File: config.mk
export PLATFORM = sky130hd
export DESIGN_NAME = flas_ctrl
export DESIGN_NICKNAME = d
export VERILOG_FILES = /design/src/rtl/flas_pkg.sv /design/src/rtl/flas_ctrl.sv
export VERILOG_INCLUDE_DIRS = /design/src /design/src/rtl
export SDC_FILE = /design/constraint.sdc
export NUM_CORES = 1
export LEC_CHECK = 0
export BUFFER_PORTS_ARGS = -buffer_cell sky130_fd_sc_hd__buf_2
export CORE_AREA = 2 2 39 41
export CTS_BUF_LIST = sky130_fd_sc_hd__clkbuf_4 sky130_fd_sc_hd__clkbuf_8 sky130_fd_sc_hd__clkbuf_16
export CTS_CLUSTER_DIAMETER = 40
export DETAILED_ROUTE_END_ITERATION = 10
export DIE_AREA = 0 0 41 43
export PLACE_DENSITY_LB_ADDON = 0.25
export SETUP_SLACK_MARGIN = 0.5
export SYNTH_ARGS = -nofsm -noshare
export SYNTH_HDL_FRONTEND = slang
export SYNTH_SLANG_ARGS = --single-unit
File: constraint.sdc
create_clock -name i_clk -period 2.75 [get_ports i_clk]
set_input_delay 0.55 -clock i_clk [delete_from_list [all_inputs] [get_ports i_clk]]
set_output_delay 0.55 -clock i_clk [all_outputs]
set_load 0.02 [all_outputs]
File: src/rtl/assert_macros.svh
// assertion macros shared by the allocator modules
`ifndef ASSERT_MACROS_SVH
`define ASSERT_MACROS_SVH

`ifndef SYNTHESIS
`define FLAS_ASSERT_SAME(label, clk, rst_n, ante, cons) \
    label: assert property (@(posedge clk) disable iff (!rst_n) (ante) |-> (cons)) \
        else $error("assertion failed");
`define FLAS_ASSERT_NEXT(label, clk, rst_n, ante, cons) \
    label: assert property (@(posedge clk) disable iff (!rst_n) (ante) |=> (cons)) \
        else $error("assertion failed");
`else
`define FLAS_ASSERT_SAME(label, clk, rst_n, ante, cons)
`define FLAS_ASSERT_NEXT(label, clk, rst_n, ante, cons)
`endif

`endif

File: src/rtl/flas_pkg.sv
// shared types and constants of the free list allocator
`default_nettype none

package flas_pkg;

    localparam int ENTRIES_DEF = 512;
    localparam int IDX_W       = 9;
    localparam int FREE_W      = 10;

    typedef enum logic [1:0] {
        CMD_ALLOC = 2'd0,
        CMD_FREE  = 2'd1,
        CMD_MARK  = 2'd2,
        CMD_SWEEP = 2'd3
    } t_cmd;

    typedef enum logic [3:0] {
        OP_NONE,
        OP_INIT,
        OP_ALLOC,
        OP_ALLOC_TAKE,
        OP_FREE,
        OP_MARK,
        OP_SWEEP_START,
        OP_SWEEP_STEP,
        OP_SWEEP_END
    } t_op;

    typedef struct packed {
        t_op  op;
        logic load_out;
    } t_ctl;

    typedef struct packed {
        logic init_last;
        logic sweep_last;
        logic empty;
    } t_sts;

endpackage

`default_nettype wire

File: src/rtl/flas_ctrl.sv
// controller state machine of the allocator
`default_nettype none
`include "assert_macros.svh"

module flas_ctrl (
    input  wire logic           i_clk,
    input  wire logic           i_rst_n,
    input  wire logic           i_in_valid,
    input  wire flas_pkg::t_cmd i_cmd,
    input  wire flas_pkg::t_sts i_sts,
    input  wire logic           i_out_ready,
    output logic                o_in_ready,
    output logic                o_out_valid,
    output flas_pkg::t_ctl      o_ctl
);
    import flas_pkg::*;

    typedef enum logic [2:0] {
        ST_INIT,
        ST_IDLE,
        ST_ALLOC_RD,
        ST_SWEEP,
        ST_SWEEP_LAST,
        ST_FINISH
    } t_state;

    t_state r_state;
    t_state n_state;
    logic   r_out_valid;
    logic   accept;
    t_ctl   ctl;

    assign o_in_ready = (r_state == ST_IDLE);
    assign accept     = i_in_valid && o_in_ready;

    always_comb begin
        n_state      = r_state;
        ctl.op       = OP_NONE;
        ctl.load_out = 1'b0;
        unique case (r_state)
            ST_INIT: begin
                ctl.op = OP_INIT;
                if (i_sts.init_last) begin
                    n_state = ST_IDLE;
                end
            end
            ST_IDLE: begin
                if (accept) begin
                    unique case (i_cmd)
                        CMD_ALLOC: begin
                            ctl.op  = OP_ALLOC;
                            n_state = i_sts.empty ? ST_FINISH : ST_ALLOC_RD;
                        end
                        CMD_FREE: begin
                            ctl.op  = OP_FREE;
                            n_state = ST_FINISH;
                        end
                        CMD_MARK: begin
                            ctl.op  = OP_MARK;
                            n_state = ST_FINISH;
                        end
                        CMD_SWEEP: begin
                            ctl.op  = OP_SWEEP_START;
                            n_state = ST_SWEEP;
                        end
                        default: begin
                            n_state = ST_IDLE;
                        end
                    endcase
                end
            end
            ST_ALLOC_RD: begin
                ctl.op  = OP_ALLOC_TAKE;
                n_state = ST_FINISH;
            end
            ST_SWEEP: begin
                ctl.op = OP_SWEEP_STEP;
                if (i_sts.sweep_last) begin
                    n_state = ST_SWEEP_LAST;
                end
            end
            ST_SWEEP_LAST: begin
                ctl.op  = OP_SWEEP_END;
                n_state = ST_FINISH;
            end
            ST_FINISH: begin
                if (!r_out_valid || i_out_ready) begin
                    ctl.load_out = 1'b1;
                    n_state      = ST_IDLE;
                end
            end
            default: begin
                n_state = ST_IDLE;
            end
        endcase
    end

    always_ff @(posedge i_clk) begin
        if (!i_rst_n) begin
            r_state     <= ST_INIT;
            r_out_valid <= 1'b0;
        end else begin
            r_state <= n_state;
            if (ctl.load_out) begin
                r_out_valid <= 1'b1;
            end else if (i_out_ready) begin
                r_out_valid <= 1'b0;
            end
        end
    end

    assign o_out_valid = r_out_valid;
    assign o_ctl       = ctl;

    `FLAS_ASSERT_NEXT(a_sweep_enter, i_clk, i_rst_n, accept && (i_cmd == CMD_SWEEP), r_state == ST_SWEEP)
    `FLAS_ASSERT_NEXT(a_finish_loads, i_clk, i_rst_n, ctl.load_out, r_out_valid && (r_state == ST_IDLE))
    `FLAS_ASSERT_NEXT(a_out_hold, i_clk, i_rst_n, r_out_valid && !i_out_ready, r_out_valid)

endmodule

`default_nettype wire

==> key figures <==
Status
  – Outcome: completed

Power
  – Internal power: 0.148 mW
  – Sw Share: about a third
  – Flop pwr share: 32.9%
  – P_sw: slightly below 0.08 mW
  – Combinational Power Share: 35.1%
  – Static leakage: 0.245 nW
  – Clock share of power: around 32%
  – Maximum vdd drop: 0.000236 V
  – Power per cell area: 475 mW/mm2
  – Total power draw: ~0.23 mW

Placed design
  – HPWL Detailed: approximately 640 um
  – Number of port buffers: 15
  – GP Congestion: ~0.68
  – Worst slack at placement: 804 ps

STA
  – Fmax: 518 MHz
  – RSZ-0062 raised after global routing: false
  – Setup WS post-layout: 819 ps
  – Hold Violations, Final: 0
  – Crit share post-route: 70.2%
  – Fin crit period: between 1500 and 2000 ps
  – Worst-Margin Slew: 379 ps
  – Setup total negative slack: 0 ps
  – Max_slew headroom: about three quarters
  – Layout Skew: approximately 3.4 ps
  – Slew Limit Fails: 0
  – # setup viols final: 0

Logic synthesis
  – FFs w/ async S/R, synth: 0%
  – Yosys warnings: 0
  – Post-synth EDFFs: 0
  – Synthesized area: 380 um2
  – Post-synth cell types: 21
  – Synth top area share: about a fifth
  – Avg Cell Area, Syn: 7.76 um2
  – Synth Net Count: 61
  – Gate Count Post-Synth: 49
  – Number of synthesized register bits: 4
  – Most used DFF post-synth: dfxtp_1
  – Top cells by area, synth: dfxtp_1, ha_1, a21oi_1
  – Cell accounting for the most synthesized area: dfxtp_1
  – Sequential area share after synthesis: 21.1%

Worst setup path
  – CP endpoint kind: output pin
  – Crit path arrival time: about 1400 ps
  – Setup slack, reg-to-reg: 1430 ps
  – Reg2reg end: r_state[1]
  – CP max stage cell: ha_1
  – Buf/Inv on CP: 4
  – Setup crit start kind: primary input
  – Worst-path fanout max: 2
  – Reg2Reg Depth: 4
  – Family with the most delay on the worst path: buffers and inverters
  – WP data required: 2200 ps
  – Critical path depth: 7
  – Crit-path max cell delay: approximately 290 ps
  – Crit path kind: primary input to output pin
  – Ordered cell list for the critical path: buf_2, inv_1, ha_1, inv_1, a31oi_1, nor2_1, buf_2
  – CP Launch Point: i_cmd[0]
  – Crit path to: o_ctl[2]
  – R2R Path Start: r_state[2]

Final layout
  – Fin nets: 79
  – Commonest non-fill, non-tap cell in the layout: buf_2
  – Share of layout cells above drive strength 1: between 30% and 40%
  – Final core occ: roughly a third
  – Commonest cells after routing, fill and taps aside: buf_2, a21oi_1, nand2_1, nor2_1, inv_1
  – Number of diodes: 0
  – Area grow syn2layout: 25.0%

GRT
  – GR Overflow Total: 0
  – Initial antenna violation count: 0
  – First-pass GRT wire length: roughly 1.3 mm
  – All-Layer GR Usage: approximately 11%
  – Largest net degree at the start of global routing: 14
  – Vias in the first global route: 339

Clock network
  – Clk_lat worst skew: around 240 ps
  – Reg clk slew, reported paths: 40 ps
  – Resized cells post-CTS: 0
  – Num CTS Buffers: 3
  – Clock Tree Root: clkbuf_4
  – CTS tree: done
  – CTS Buffer Depth: 2
  – Htree depth: 1
  – Hold_buf cts: 0
  – Post-CTS Repair Setup Buffers: 0
  – Clk sinks: 4

Routing
  – DRT Pass-1 Iters: 2
  – Drt drc: 0
  – Initial drt markers: 2
  – Routed Antenna Nets: 0
  – Routed len/inst: 9.99 um
  – Vias: 377
  – Total Wirelength: 809 um
  – Vias/cell: 4.65

Floorplanning
  – Die X: 41 um
  – # IOs: 16
  – Die H: 43 um
  – Num rows: 14
  – Initial Utilization: 27.5%
  – Die area: 0.00176 mm2
  – Core box area: between 0.001 and 0.0015 mm2

Run
  – Max_cap viols: 0

Worst hold path
  – Worst Hold Path Cells: 2
  – Worst Hold Class: flip-flop to flip-flop
[per-stage QoR]
| stage | hold WS (ps) | area [um2] | instances |
|---|---|---|---|
| floorplan | 557 | 380 | 49 |
| global placement | 593 | 453 | 78 |
| detailed placement | 588 | 453 | 78 |
| CTS | 593 | 475 | 81 |
| global route | 622 | 475 | 81 |
| finish | 590 | 475 | 81 |
[flip-flops by register name (all words and copies together) (netlist names)]
register / count
r_state: 3
o_out_valid: 1
[kinds of logic (layout without fill, tap and decap cells)]
| family | count (synthesis) | count (layout) | synth area share [%] |
|---|---|---|---|
| AOI/OAI and AO/OA | 13 | 13 | 23.0 |
| adders and majority gates | 3 | 3 | 9.87 |
| buffers and inverters | 7 | 23 | 10.9 |
| DFF | 4 | 4 | 21.1 |
| muxes | 2 | 2 | 5.26 |
| and+or+nand+nor | 20 | 20 | 29.9 |
[cells in the mapped netlist, drive strengths merged, types with 2 or more instances]
| cell | instances |
|---|---|
| nand2b | 2 |
| nand2 | 5 |
| dfxtp | 4 |
| mux2i | 2 |
| buf | 2 |
| and2b | 3 |
| a21oi | 8 |
| nor2b | 2 |
| inv | 5 |
| ha | 3 |
| nor2 | 5 |
[cell type report]
type | instances | area (um2)
repair buffers | 15 | 75.1
fillers | 173 | 908
multi-input cells | 38 | 259
inverters | 5 | 18.8
flip-flops and latches | 4 | 80.1
well taps | 16 | 20.0
clock buffers | 3 | 22.5
[layer usage]
layer | share of wire, % | global-route usage, % | routed length, um | vias to the layer above
li1 | - | - | - | 200
met5 | 0 | 0 | 0 | -
met4 | 0 | 6.00 | 0 | 0
met1 | 44 | 10.9 | 359 | 164
met2 | 46 | 16.9 | 376 | 13
met3 | 9.0 | 6.28 | 73 | 0
[power by group through the flow]
stage,Combinational [mW],Sequential (mW),Clock [mW]
2_1_floorplan,0.0657,0.0692,0
3_3_place_gp,0.0796,0.0758,0
3_5_place_dp,0.0801,0.0755,0
4_1_cts,0.0805,0.0743,0.0760
5_1_grt,0.0877,0.0759,0.0817
6_report,0.0793,0.0743,0.0723
[worst min-delay path: stages (launching register included)]
cell     delay [ps]
dfxtp_1         390
nand2_1          90
mux2i_1          60
[worst min-delay path by stage]
stage	slack, ps	endpoint	startpoint
after CTS	590	r_state[1]	r_state[1]
after global placement	590	r_state[1]	r_state[1]
final	590	r_state[1]	r_state[1]
after detailed placement	590	r_state[1]	r_state[1]
after floorplan	560	r_state[1]	r_state[1]
after global routing	620	o_out_valid	i_rst_n
(Power assumes the default switching activity.)
